**config.mk**
```make
export PLATFORM = sky130hd
export DESIGN_NAME = wildcard_star_regex_matcher_flat
export DESIGN_NICKNAME = d
export VERILOG_FILES = /design/src/rtl/core/wsrm_pkg.sv /design/src/rtl/core/wsrm_if.sv /design/src/rtl/core/wildcard_star_regex_matcher.sv /design/src/flat_wrapper.sv
export SDC_FILE = /design/constraint.sdc
export NUM_CORES = 1
export LEC_CHECK = 0
export BUFFER_PORTS_ARGS = -buffer_cell sky130_fd_sc_hd__buf_4
export CORE_ASPECT_RATIO = 1.1
export CORE_MARGIN = 1
export CORE_UTILIZATION = 40
export CTS_CLUSTER_SIZE = 12
export DETAILED_ROUTE_END_ITERATION = 10
export PLACE_DENSITY_LB_ADDON = 0.25
export SYNTH_ARGS = -nofsm -noshare
export SYNTH_HDL_FRONTEND = slang
export SYNTH_SLANG_ARGS = --single-unit
```
**constraint.sdc**
```tcl
create_clock -name clk -period 5.1 [get_ports clk]
set_input_delay 0.51 -clock clk [delete_from_list [all_inputs] [get_ports clk]]
set_output_delay 0.51 -clock clk [all_outputs]
set_load 0.005 [all_outputs]
```
**src/rtl/core/wsrm_pkg.sv**
```systemverilog
// Package for the wildcard star regex matcher: request codes, pattern bytes
// and token store sizing. No dependencies.
`timescale 1ns / 1ps

package wsrm_pkg;

  // Token store capacity (1 to 256).
  localparam int MaxTokens = 16;
  // Count of stored tokens, 0..MaxTokens.
  localparam int TokCntW = $clog2(MaxTokens + 1);
  // Index of one token slot.
  localparam int TokIdxW = (MaxTokens > 1) ? $clog2(MaxTokens) : 1;

  localparam logic [7:0] ChAny  = 8'h2E;
  localparam logic [7:0] ChStar = 8'h2A;

  typedef enum logic [1:0] {
    REQ_CLEAR   = 2'd0,
    REQ_PATTERN = 2'd1,
    REQ_TEXT    = 2'd2,
    REQ_END     = 2'd3
  } req_type_t;

endpackage

```
**src/rtl/core/wsrm_if.sv**
```systemverilog
// Valid/ready channel interfaces for the regex matcher requests and results.
// Depends on wsrm_pkg.
`timescale 1ns / 1ps

interface wsrm_in_if;
  logic                valid;
  logic                ready;
  wsrm_pkg::req_type_t req_type;
  logic [7:0]          char_value;

  modport source (output valid, output req_type, output char_value, input ready);
  modport sink   (input valid, input req_type, input char_value, output ready);
endinterface

interface wsrm_out_if;
  logic valid;
  logic ready;
  logic matched;
  logic pattern_overflow;

  modport source (output valid, output matched, output pattern_overflow, input ready);
  modport sink   (input valid, input matched, input pattern_overflow, output ready);
endinterface

```
**src/rtl/core/wildcard_star_regex_matcher.sv**
```systemverilog
// Whole-string matcher for patterns with '.' and '*', kept as an NFA bit set.
// Depends on wsrm_pkg and the channel interfaces in wsrm_if.sv.
`timescale 1ns / 1ps

// Channel   Dir  Payload                       Accepted when
// in_ch     in   req_type, char_value          in_ch.valid && in_ch.ready
// out_ch    out  matched, pattern_overflow     out_ch.valid && out_ch.ready
//
// Each request is handled combinationally: the token store, the active position
// set and the closure over starred tokens are registered when it is accepted.
// Only an end-of-text request produces a result; results sit in a two-entry
// output queue, so requests keep flowing while one result waits.
// in_ch.ready drops only when both queue entries are full.
// Reset (rst_n low, synchronous) empties the pattern, the queue and the set.

module wildcard_star_regex_matcher (
  input  logic          clk,
  input  logic          rst_n,
  wsrm_in_if.sink       in_ch,
  wsrm_out_if.source    out_ch
);

  localparam int NPos = wsrm_pkg::MaxTokens + 1;

  // Token store, only read below the token count.
  logic [7:0]                   tok_char_r [wsrm_pkg::MaxTokens];
  logic [wsrm_pkg::MaxTokens-1:0] tok_star_r;
  logic [wsrm_pkg::MaxTokens-1:0] tok_any_r;

  logic [wsrm_pkg::TokCntW-1:0] tok_cnt_r, tok_cnt_nxt;
  logic [NPos-1:0]              active_r, active_nxt;
  logic                         started_r, started_nxt;
  logic                         ovf_r, ovf_nxt;

  // Result queue.
  logic [1:0] res_match_r, res_ovf_r;
  logic       wr_ptr_r, rd_ptr_r;
  logic [1:0] q_cnt_r, q_cnt_nxt;

  logic                         in_fire, push, pop;
  logic [wsrm_pkg::MaxTokens-1:0] tok_valid;
  logic [NPos-1:0]              start_set, cur_set, step_set, next_set;
  logic [wsrm_pkg::TokIdxW-1:0] last_idx, fill_idx;
  logic                         star_ok, cnt_full, hit;
  logic                         tok_wr, star_wr;

  // Starred positions that are active also activate the position after them.
  function automatic logic [NPos-1:0] close_set(
    input logic [NPos-1:0]                set_in,
    input logic [wsrm_pkg::MaxTokens-1:0] star,
    input logic [wsrm_pkg::MaxTokens-1:0] valid
  );
    logic [NPos-1:0] s;
    s = set_in;
    for (int i = 0; i < wsrm_pkg::MaxTokens; i++) begin
      if (s[i] && star[i] && valid[i]) begin
        s[i+1] = 1'b1;
      end
    end
    return s;
  endfunction

  assign in_ch.ready = (q_cnt_r != 2'd2);
  assign in_fire     = in_ch.valid && in_ch.ready;
  assign pop         = out_ch.valid && out_ch.ready;
  assign push        = in_fire && (in_ch.req_type == wsrm_pkg::REQ_END);

  always_comb begin
    for (int i = 0; i < wsrm_pkg::MaxTokens; i++) begin
      tok_valid[i] = (wsrm_pkg::TokCntW'(i) < tok_cnt_r);
    end
  end

  assign start_set = close_set({{(NPos-1){1'b0}}, 1'b1}, tok_star_r, tok_valid);
  assign cur_set   = started_r ? active_r : start_set;

  always_comb begin
    step_set = '0;
    for (int i = 0; i < wsrm_pkg::MaxTokens; i++) begin
      if (cur_set[i] && tok_valid[i] &&
          (tok_any_r[i] || (tok_char_r[i] == in_ch.char_value))) begin
        if (tok_star_r[i]) begin
          step_set[i] = 1'b1;
        end else begin
          step_set[i+1] = 1'b1;
        end
      end
    end
  end

  assign next_set = close_set(step_set, tok_star_r, tok_valid);

  assign last_idx = wsrm_pkg::TokIdxW'(tok_cnt_r - wsrm_pkg::TokCntW'(1));
  assign fill_idx = wsrm_pkg::TokIdxW'(tok_cnt_r);
  assign cnt_full = (tok_cnt_r == wsrm_pkg::TokCntW'(wsrm_pkg::MaxTokens));
  assign star_ok  = (in_ch.char_value == wsrm_pkg::ChStar) &&
                    (tok_cnt_r != '0) && !tok_star_r[last_idx];
  assign hit      = cur_set[tok_cnt_r] && !ovf_r;

  always_comb begin
    tok_cnt_nxt = tok_cnt_r;
    active_nxt  = active_r;
    started_nxt = started_r;
    ovf_nxt     = ovf_r;
    tok_wr      = 1'b0;
    star_wr     = 1'b0;
    if (in_fire) begin
      unique case (in_ch.req_type)
        wsrm_pkg::REQ_CLEAR: begin
          tok_cnt_nxt = '0;
          ovf_nxt     = 1'b0;
          active_nxt  = '0;
          started_nxt = 1'b0;
        end
        wsrm_pkg::REQ_PATTERN: begin
          active_nxt  = '0;
          started_nxt = 1'b0;
          if (star_ok) begin
            star_wr = 1'b1;
          end else if (!cnt_full) begin
            tok_wr      = 1'b1;
            tok_cnt_nxt = tok_cnt_r + wsrm_pkg::TokCntW'(1);
          end else begin
            ovf_nxt = 1'b1;
          end
        end
        wsrm_pkg::REQ_TEXT: begin
          active_nxt  = next_set;
          started_nxt = 1'b1;
        end
        wsrm_pkg::REQ_END: begin
          active_nxt  = '0;
          started_nxt = 1'b0;
        end
        default: begin
        end
      endcase
    end
  end

  always_comb begin
    q_cnt_nxt = q_cnt_r;
    if (push && !pop) begin
      q_cnt_nxt = q_cnt_r + 2'd1;
    end else if (pop && !push) begin
      q_cnt_nxt = q_cnt_r - 2'd1;
    end
  end

  always_ff @(posedge clk) begin
    if (!rst_n) begin
      tok_cnt_r <= '0;
      active_r  <= '0;
      started_r <= 1'b0;
      ovf_r     <= 1'b0;
      q_cnt_r   <= 2'd0;
      wr_ptr_r  <= 1'b0;
      rd_ptr_r  <= 1'b0;
    end else begin
      tok_cnt_r <= tok_cnt_nxt;
      active_r  <= active_nxt;
      started_r <= started_nxt;
      ovf_r     <= ovf_nxt;
      q_cnt_r   <= q_cnt_nxt;
      if (push) begin
        wr_ptr_r <= !wr_ptr_r;
      end
      if (pop) begin
        rd_ptr_r <= !rd_ptr_r;
      end
    end
  end

  always_ff @(posedge clk) begin
    if (tok_wr) begin
      tok_char_r[fill_idx] <= in_ch.char_value;
      tok_star_r[fill_idx] <= 1'b0;
      tok_any_r[fill_idx]  <= (in_ch.char_value == wsrm_pkg::ChAny);
    end
    if (star_wr) begin
      tok_star_r[last_idx] <= 1'b1;
    end
    if (push) begin
      res_match_r[wr_ptr_r] <= hit;
      res_ovf_r[wr_ptr_r]   <= ovf_r;
    end
  end

  assign out_ch.valid            = (q_cnt_r != 2'd0);
  assign out_ch.matched          = res_match_r[rd_ptr_r];
  assign out_ch.pattern_overflow = res_ovf_r[rd_ptr_r];

endmodule
```
**src/flat_wrapper.sv**
```systemverilog
// flat-port wrapper written by rule: the top's interface ports become plain ports
module wildcard_star_regex_matcher_flat 
  (clk, rst_n, in_ch_valid, in_ch_req_type, in_ch_char_value, in_ch_ready, out_ch_valid, out_ch_matched, out_ch_pattern_overflow, out_ch_ready);
  wsrm_in_if in_ch_i ();
  wsrm_out_if out_ch_i ();
  input  logic clk;
  input  logic rst_n;
  input wire logic [$bits(in_ch_i.valid)-1:0] in_ch_valid;
  input wire logic [$bits(in_ch_i.req_type)-1:0] in_ch_req_type;
  input wire logic [$bits(in_ch_i.char_value)-1:0] in_ch_char_value;
  output wire logic [$bits(in_ch_i.ready)-1:0] in_ch_ready;
  output wire logic [$bits(out_ch_i.valid)-1:0] out_ch_valid;
  output wire logic [$bits(out_ch_i.matched)-1:0] out_ch_matched;
  output wire logic [$bits(out_ch_i.pattern_overflow)-1:0] out_ch_pattern_overflow;
  input wire logic [$bits(out_ch_i.ready)-1:0] out_ch_ready;
  assign in_ch_i.valid = in_ch_valid;
  assign in_ch_i.req_type = in_ch_req_type;
  assign in_ch_i.char_value = in_ch_char_value;
  assign in_ch_ready = in_ch_i.ready;
  assign out_ch_valid = out_ch_i.valid;
  assign out_ch_matched = out_ch_i.matched;
  assign out_ch_pattern_overflow = out_ch_i.pattern_overflow;
  assign out_ch_i.ready = out_ch_ready;
  wildcard_star_regex_matcher u_core (.clk(clk), .rst_n(rst_n), .in_ch(in_ch_i), .out_ch(out_ch_i));
endmodule
```
==> results of run 1 <==
-- power breakdown --
part | internal [mW] | leakage (nW) | switching, mW
logic | 0.125 | 1.55 | 0.185
clock network | 0.681 | 0.268 | 0.598
registers | 1.70 | 1.69 | 0.0194
total | 2.51 | 3.51 | 0.802
-- flip-flops by register name, indices dropped and copies added, names as in the netlist --
register and count:
u_core.tok_char_r 128, u_core.active_r 17, u_core.tok_any_r 16, u_core.tok_star_r 16, u_core.tok_cnt_r 5, u_core.q_cnt_r 2
u_core.res_match_r 2, u_core.res_ovf_r 2, u_core.ovf_r 1, u_core.rd_ptr_r 1, u_core.started_r 1, u_core.wr_ptr_r 1
-- area by class of cell --
cell class	count	area (µm²)	area share [%]
clock inverters	13	126	1.22
well taps	300	375	3.63
flip-flops and latches	192	5330	51.6
multi-input cells	561	3840	37.1
clock buffers	18	429	4.16
inverters	13	48.8	0.472
repair buffers	25	188	1.82
-- cells in the final DEF (no fill, tap or decap), types with 19 or more instances in the layout --
cell      instances
a21oi_1          37
and2_1           19
buf_4            25
dfxtp_1          44
edfxtp_1        148
nand2_1          75
nor2_1           48
nor4_1           32
o21ai_0          41
xor2_1          130
-- worst max-delay path, cell delays in order (launching register included) --
cell and delay, ns:
dfxtp_1 0.80, inv_1 0.24, ha_1 0.38, xor2_1 0.20, mux4_2 0.38, a2111oi_2 0.07, nor3_1 0.52, nand2_1 0.40
nor2_1 0.68
-- stage by stage --
step / instances / utilization (%)
3_3_place_gp: 1091 / 42.5
3_5_place_dp: 1091 / 42.5
2_1_floorplan: 804 / -
4_1_cts: 1122 / 44.9
6_report: 1122 / 44.9
5_1_grt: 1122 / 44.9
-- path summary, 6_finish.rpt --
path                                           from                 endpoint  slack [ns]  depth (start not counted)
worst max-delay path            u_core.tok_cnt_r[1]  u_core.tok_char_r[2][6]        1.06                          8
worst min-delay path                          rst_n          u_core.wr_ptr_r        0.46                          2
worst max register to register  u_core.tok_cnt_r[1]  u_core.tok_char_r[2][6]        1.06                          8
worst min register to register  u_core.active_r[13]      u_core.active_r[13]        0.49                          2
-- routing by layer --
layer / part of all wire [%] / GRT usage (%) / vias to the layer above
li1: - / - / 2932
met1: 47 / 26.6 / 2973
met2: 46 / 28.9 / 211
met3: 5.2 / 3.59 / 29
met4: 1.9 / 6.19 / 0
met5: 0 / 0 / -
-- logic make-up after synthesis --
family / after synthesis
adders and majority gates: 7
buffers and inverters: 51
muxes: 15
DFF: 192
AOI/OAI and AO/OA: 159
xor gates and xnor gates: 138
and+or+nand+nor: 242
==> metrics.yaml, run 1 <==
status: "finished, final reports clean"
dpl.hpwl_um: 13900
finalClockSkew_ns: 0.0133
cts_tree: "done"
ant_nets: 0
cts_root_buf: "clkbuf_16"
grt_overflow: 0
drc: 0
post_cts_buffers: 0
ys_seq_area_share_pct: 56.6
muxShareOfSynthArea_pct: 2.46
period_share_pct: 79.2
h-tree-depth: 4
worstPathArrival_ns: 4.10
ys_top_cells_by_area: "edfxtp_1, xor2_1, dfxtp_1"
grt_pass1_wl_um: 33900
clock-sinks: 192
vias: 6145
rsz0062_at_grt: "no"
clk_pin_slew_ns: 0.07
synth_simple_gate_area_share_pct: 13.0
ys.flop_type: "edfxtp_1"
worstPathMaxFanout: 19
maxCapViolCount: 0
antenna_found_initial: 0
layout.nets: 831
die_area_mm2: 0.0241
setup_ws_ns: 1.06
synth_common_cells: "edfxtp_1, xor2_1, nand2_1"
synth_edf_count: 148
syn-num-nets: 825
synth_top_family_by_area: "simple AND/OR/NAND/NOR gates"
avgSynthCellArea_um2: 11.7
dpl_cell_area_mm2: 0.00977
slew-limit-headroom_pct: 40.8
hold_violations: 0
ios: 18
cts_resized: 0
synth_fa_ha_area_share_pct: 0.931
hold_path.class: "primary input to flop"
drive_gt1_share_pct: 9.98
num_rows: 58
yosysWarnings: 0
grt_max_degree: 35
ys_ff_latch: 192
cts_buffer_depth: 2
start_util_pct: 40.9
fmax_mhz: 247
syn_area_mm2: 0.00941
grt_pass1_vias: 5923
yosysMostFrequentCell: "edfxtp_1"
syn_inst: 804
finalPower_mw: 3.31
start_kind: "flop"
power_density_mw_per_mm2: 321
setup_viol: 0
port_buffers: 17
ys_types: 71
place_ws_ns: 1.11
ir_drop_uv: 212
fin_crit_ns: 4.04
detail_route.wl_per_cell_um: 19.2
async_flop_share_pct: 0
drv_slew: 0
grt_use_total_pct: 18.8
diodes: 0
cts_inserted_buffers: 17
die_w_um: 148
coreArea_mm2: 0.0230
routed_wl_um: 21500
dr.pass1.iters: 5
p_leak_nw: 3.51
gp_congestion: 0.908
worstMarginPinSlew_ns: 0.886
synth_xor_area_share_pct: 12.8
stdcell_area_mm2: 0.0103
hold_buffers: 0
insertion_delay_ns: 0.44
viasPerCell: 5.48
synth_top_area_share_pct: 47.2
yosysTopAreaCell: "edfxtp_1"
drt_iter0_drc: 394
endpoint_kind: "flop"
synth-compound-area-share_pct: 11.5
cp.required_ns: 5.16
syn_to_final_growth_pct: 9.77
worst_hold_slack_ns: 0.457
nFillCells: 2131
die_y_um: 163
crit_type: "flop to flop"
setup_tns_ns: 0
Note: power is estimated with default switching activity, not from simulation.
==> run 2: changes to the inputs <==
- clock period: 5.1 -> 3.83 ns (I/O delays scaled with it)
==> metrics.yaml, run 2 (same netlist as run 1, synthesis figures left out) <==
finalClockSkew_ns: 0.0142  # was 0.0133 ns
p_int_mw: 3.39  # was 2.51 mW
top_regs: "u_core.tok_char_r x128, u_core.active_r x17"  # unchanged
clk_pin_slew_ns: 0.08  # was 0.07 ns
hold_buffers: 0  # unchanged
dpl.hpwl_um: 15100  # was 13,900 µm
rsz0062_at_grt: "no"  # unchanged
grt_pass1_wl_um: 35000  # was 33,900 µm
port_buffers: 17  # unchanged
finalNonFillerCells: 1156  # was 1,122
comb_power_share_pct: 9.6  # was 9.4%
dr.pass1.iters: 5  # unchanged
endpoint_kind: "flop"  # unchanged
ios: 18  # unchanged
final_common_cell: "edfxtp_1"  # unchanged
start_util_pct: 40.9  # unchanged
dp_cells: 1124  # was 1,091
detail_route.wl_per_cell_um: 19.1  # was 19.2 µm
post_cts_buffers: 0  # unchanged
setup_viol: 0  # unchanged
ir_drop_uv: 249  # was 212 µV
insertion_delay_ns: 0.45  # was 0.44 ns
grt_overflow: 0  # unchanged
power.switching_mw: 1.16  # was 0.802 mW
antenna_found_initial: 0  # unchanged
switching_share_pct: 25.5  # was 24.2%
fmax_mhz: 287  # was 247 MHz
cts_root_buf: "clkbuf_16"  # unchanged
grt_use_total_pct: 19.4  # was 18.8%
drc: 0  # unchanged
setup_tns_ns: 0  # unchanged
final-seq-area_mm2: 0.00533  # unchanged
layout.nets: 864  # was 831
multi_input_area_mm2: 0.00383  # was 0.00384 mm²
status: "finished, final reports clean"  # unchanged
largest_reg_flops: 128  # unchanged
slew-limit-headroom_pct: 29.8  # was 40.8%
worstPathArrival_ns: 3.78  # was 4.10 ns
cts_tree: "done"  # unchanged
cp_top_family: "compound AO/OA/AOI/OAI gates"  # was simple AND/OR/NAND/NOR gates
clock-sinks: 192  # unchanged
hold_path.class: "primary input to flop"  # unchanged
worstPathMaxFanout: 13  # was 19
diodes: 0  # unchanged
cp_slowest_stage_delay_ns: 0.66  # was 0.80 ns
drt_iter0_drc: 444  # was 394
gp_congestion: 0.867  # was 0.908
drv_slew: 0  # unchanged
drive_gt1_share_pct: 13.8  # was 9.98%
p_leak_nw: 3.71  # was 3.51 nW
worstMarginPinSlew_ns: 1.05  # was 0.886 ns
final_cell_mix: "edfxtp_1, xor2_1, nand2_1"  # unchanged
h-tree-depth: 4  # unchanged
path_cells: "buf_4 > buf_4 > nand2_1 > o21ai_0 > nand2_1 > or3_1 > a21o_1 > a32oi_1 > a21oi_1 > a211o_1 > a21oi_2"  # was inv_1 > ha_1 > xor2_1 > mux4_2 > a2111oi_2 > nor3_1 > nand2_1 > nor2_1
coreArea_mm2: 0.0230  # unchanged
cts_buffer_depth: 2  # unchanged
vias: 6357  # was 6,145
die_area_mm2: 0.0241  # unchanged
start_kind: "flop"  # unchanged
worst_path_max_delay_cell: "dfxtp_1"  # unchanged
crit_type: "flop to flop"  # unchanged
path_buf_inv: 2  # was 1
fin_util_pct: 46.3  # was 44.9%
power_density_mw_per_mm2: 428  # was 321 mW/mm²
period_share_pct: 91.0  # was 79.2%
syn_to_final_growth_pct: 13.1  # was 9.77%
die_y_um: 163  # unchanged
grt_max_degree: 27  # was 35
fin_crit_ns: 3.49  # was 4.04 ns
cts_inserted_buffers: 17  # unchanged
finalPower_mw: 4.55  # was 3.31 mW
cts_resized: 0  # unchanged
cp.required_ns: 4.13  # was 5.16 ns
num_rows: 58  # unchanged
maxCapViolCount: 0  # unchanged
routed_wl_um: 22100  # was 21,500 µm
grt_pass1_vias: 6167  # was 5,923
nFillCells: 2104  # was 2,131
die_w_um: 148  # unchanged
ant_nets: 0  # unchanged
viasPerCell: 5.50  # was 5.48
hold_violations: 0  # unchanged
top_register: "u_core.tok_char_r"  # unchanged
power_frac_seq_pct: 50.2  # was 52.0%
pwr-share-clk_pct: 40.1  # was 38.6%
==> run 2: worst reg2reg max path, cell delays in order, from the launching register on <==
cell and delay [ns]:
dfxtp_1 0.66, buf_4 0.25, buf_4 0.21, nand2_1 0.27
o21ai_0 0.48, nand2_1 0.19, or3_1 0.40, a21o_1 0.17
a32oi_1 0.19, a21oi_1 0.09, a211o_1 0.31, a21oi_2 0.15
==> run 2: area by class of cell <==
type                    count  share of cell area [%]
clock buffers              17                    4.00
clock inverters            15                    1.77
inverters                  13                   0.458
multi-input cells         561                    36.0
flip-flops and latches    192                    50.0
well taps                 300                    3.53
repair buffers             58                    4.21
==> run 2: worst paths after layout <==
path                       start                    end  slack [ns]  cells past startpoint
max          u_core.tok_cnt_r[2]  u_core.res_match_r[1]        0.34                     11
min                        rst_n        u_core.wr_ptr_r        0.32                      2
max reg2reg  u_core.tok_cnt_r[2]  u_core.res_match_r[1]        0.34                     11
min reg2reg  u_core.active_r[10]    u_core.active_r[10]        0.48                      2
==> run 2: per-layer routing <==
metal / GRT usage [%] / routed length [µm]
met5: 0 / 0
met2: 30.6 / 10200
met4: 7.45 / 538
met1: 26.4 / 10300
met3: 3.45 / 1060
==> run 2: per-stage QoR <==
step                setup WS, ns  cell area, µm²  hold slack [ns]
global route               0.171           10600            0.326
floorplan                  0.590            9410            0.439
global placement           0.452           10000            0.470
finish                     0.345           10600            0.323
CTS                        0.383           10600            0.319
detailed placement         0.404           10000            0.472
==> run 2: power groups by stage <==
stage          Sequential [mW]  Combinational (mW)  Clock, mW
2_1_floorplan             2.33               0.283          0
3_3_place_gp              2.33               0.439          0
3_5_place_dp              2.34               0.439          0
4_1_cts                   2.29               0.442       1.86
5_1_grt                   2.29               0.483       1.94
6_report                  2.29               0.437       1.83
==> run 3: changes to the inputs <==
- ABC_AREA: not set -> 1
==> metrics.yaml, run 3 <==
status: "finished, final reports clean"  # unchanged
worstPathMaxFanout: 11  # was 13
rsz0062_at_grt: "no"  # unchanged
ys_types: 46  # was 71
crit_type: "flop to flop"  # unchanged
clk_pin_slew_ns: 0.07  # was 0.08 ns
ant_nets: 0  # unchanged
drc: 0  # unchanged
crit_path_frequent_cell: "nand2_1"
diodes: 0  # unchanged
post_cts_buffers: 0  # unchanged
synth_edf_count: 148  # unchanged
vias: 6490  # was 6,357
final_cell_mix: "nand2_1, edfxtp_1, inv_1"  # was edfxtp_1, xor2_1, nand2_1
dpl.hpwl_um: 15400  # was 15,100 µm
top_regs: "u_core.tok_char_r x128, u_core.active_r x17"  # unchanged
dr.pass1.iters: 5  # unchanged
ys_ff_latch: 192  # unchanged
power_density_mw_per_mm2: 437  # was 428 mW/mm²
start_util_pct: 41.1  # was 40.9%
start_kind: "flop"  # unchanged
p_leak_nw: 3.96  # was 3.71 nW
top_register: "u_core.tok_char_r"  # unchanged
cp.required_ns: 4.18  # was 4.13 ns
ys_top_cells_by_area: "edfxtp_1, dfxtp_1, nand2_1"  # was edfxtp_1, xor2_1, dfxtp_1
syn_to_final_growth_pct: 14.3  # was 13.1%
async_flop_share_pct: 0  # unchanged
setup_tns_ns: 0  # unchanged
largest_reg_flops: 128  # unchanged
cts_root_buf: "clkbuf_16"  # unchanged
setup_viol: 0  # unchanged
die_y_um: 161  # was 163 µm
cts_inserted_buffers: 17  # unchanged
port_buffers: 17  # unchanged
nFillCells: 2130  # was 2,104
maxCapViolCount: 0  # unchanged
grt_max_degree: 24  # was 27
ys_seq_area_share_pct: 58.2  # was 56.6%
syn-num-nets: 940  # was 825
ir_drop_uv: 284  # was 249 µV
yosysWarnings: 0  # unchanged
cp_slowest_stage_delay_ns: 0.46  # was 0.66 ns
antenna_found_initial: 0  # unchanged
period_share_pct: 87.2  # was 91.0%
final_common_cell: "nand2_1"  # was edfxtp_1
coreArea_mm2: 0.0223  # was 0.0230 mm²
cp-startpoint: "u_core.tok_cnt_r[2]"  # unchanged
avgSynthCellArea_um2: 9.96  # was 11.7 µm²
hold_violations: 0  # unchanged
hp-start: "rst_n"  # unchanged
finalClockSkew_ns: 0.00918  # was 0.0142 ns
drv_slew: 0  # unchanged
grt_pass1_wl_um: 34200  # was 35,000 µm
synth_common_cells: "nand2_1, edfxtp_1, inv_1"  # was edfxtp_1, xor2_1, nand2_1
gp_congestion: 0.905  # was 0.867
drt_iter0_drc: 412  # was 444
die_area_mm2: 0.0235  # was 0.0241 mm²
num_rows: 57  # was 58
grt_use_total_pct: 19.0  # was 19.4%
fin_crit_ns: 3.34  # was 3.49 ns
drive_gt1_share_pct: 12.3  # was 13.8%
cts_tree: "done"  # unchanged
syn_inst: 919  # was 804
grt_pass1_vias: 6367  # was 6,167
synth_top_area_share_pct: 48.6  # was 47.2%
final-seq-area_mm2: 0.00533  # about the same
cts_buffer_depth: 2  # unchanged
slew-limit-headroom_pct: 50.0  # was 29.8%
clock-sinks: 192  # unchanged
syn_area_mm2: 0.00915  # was 0.00941 mm²
worst_path_max_delay_cell: "dfxtp_2"  # was dfxtp_1
hold_buffers: 0  # unchanged
worstPathArrival_ns: 3.69  # was 3.78 ns
hold_path.class: "primary input to flop"  # unchanged
viasPerCell: 5.09  # was 5.50
cts_resized: 0  # unchanged
yosysMostFrequentCell: "nand2_1"  # was edfxtp_1
endpoint_kind: "flop"  # unchanged
detail_route.wl_per_cell_um: 16.9  # was 19.1 µm
worst_r2r_path_depth: 38  # was 11
dp_cells: 1243  # was 1,124
r2r_start: "u_core.tok_cnt_r[2]"  # unchanged
fmax_mhz: 299  # was 287 MHz
grt_overflow: 0  # unchanged
multi_input_area_mm2: 0.00331  # was 0.00383 mm²
h-tree-depth: 4  # unchanged
insertion_delay_ns: 0.42  # was 0.45 ns
worstMarginPinSlew_ns: 0.749  # was 1.05 ns
layout.nets: 988  # was 864
ys.flop_type: "edfxtp_1"  # unchanged
routed_wl_um: 21600  # was 22,100 µm
hold-path-cell-count: 3  # was 2
ios: 18  # unchanged
finalNonFillerCells: 1275  # was 1,156
die_w_um: 146  # was 148 µm
yosysTopAreaCell: "edfxtp_1"  # unchanged
[run 3: changes by cell type after synthesis, moves of 19 or more]
cell     delta
xor2_1     -83
inv_1      +84
and2_1     -19
nor4_1     -21
nor2_1     +37
xnor2_1    +43
o22ai_1    +28
nand2_1   +117
[run 3: path summary, 6_finish.rpt]
| check | end | slack, ns |
|---|---|---|
| max | u_core.active_r[16] | 0.49 |
| min | u_core.tok_cnt_r[3] | 0.25 |
| max reg2reg | u_core.active_r[16] | 0.49 |
| min reg2reg | u_core.active_r[5] | 0.47 |
[run 3: final cells by class]
| cell class | instances | area share [%] |
|---|---|---|
| flip-flops and latches | 192 | 50.9 |
| multi-input cells | 594 | 31.6 |
| repair buffers | 59 | 4.24 |
| clock buffers | 17 | 4.07 |
| inverters | 103 | 3.70 |
| well taps | 295 | 3.53 |
| clock inverters | 15 | 1.88 |
[run 3: worst max-delay path: cells and delay by family (launching register included)]
family                 cells  cell delay (ns)
AO/OA/AOI/OAI              2             0.18
AND/OR/NAND/NOR           33             2.40
flip-flops                 1             0.46
buffers and inverters      3             0.21
[run 3: kinds of logic after synthesis]
| kind of cell | after synthesis | synth area share, % |
|---|---|---|
| simple gates | 342 | 15.8 |
| flops | 192 | 58.2 |
| compound gates | 147 | 9.93 |
| buf+inv | 133 | 5.78 |
| xor+xnor | 98 | 9.38 |
| fa+ha+maj | 7 | 0.957 |
[run 3: per-stage QoR]
| stage | hold WS (ns) | instance area, µm² | worst slack (ns) | utilization [%] | power [mW] |
|---|---|---|---|---|---|
| after global placement | 0.455 | 9830 | 0.378 | 44.2 | 2.75 |
| final | 0.251 | 10500 | 0.491 | 47.0 | 4.57 |
| after floorplan | 0.445 | 9150 | 0.785 | - | 2.60 |
| after detailed placement | 0.461 | 9830 | 0.341 | 44.2 | 2.76 |
| after global routing | 0.256 | 10500 | 0.0538 | 47.0 | 4.73 |
| after CTS | 0.235 | 10500 | 0.332 | 47.0 | 4.61 |
[run 3: metal layers]
metal,vias up,GRT usage (%),share of wire [%]
met3,31,3.13,3.7
met2,121,31.8,48
met5,-,0,0
met1,3127,25.0,46
li1,3211,-,-
met4,0,6.25,2.3
[run 3: power breakdown]
part           switching [mW]  internal (mW)  total (mW)
clock network           0.814           1.05        1.86
logic                   0.266          0.138       0.404
registers              0.0301           2.27        2.30
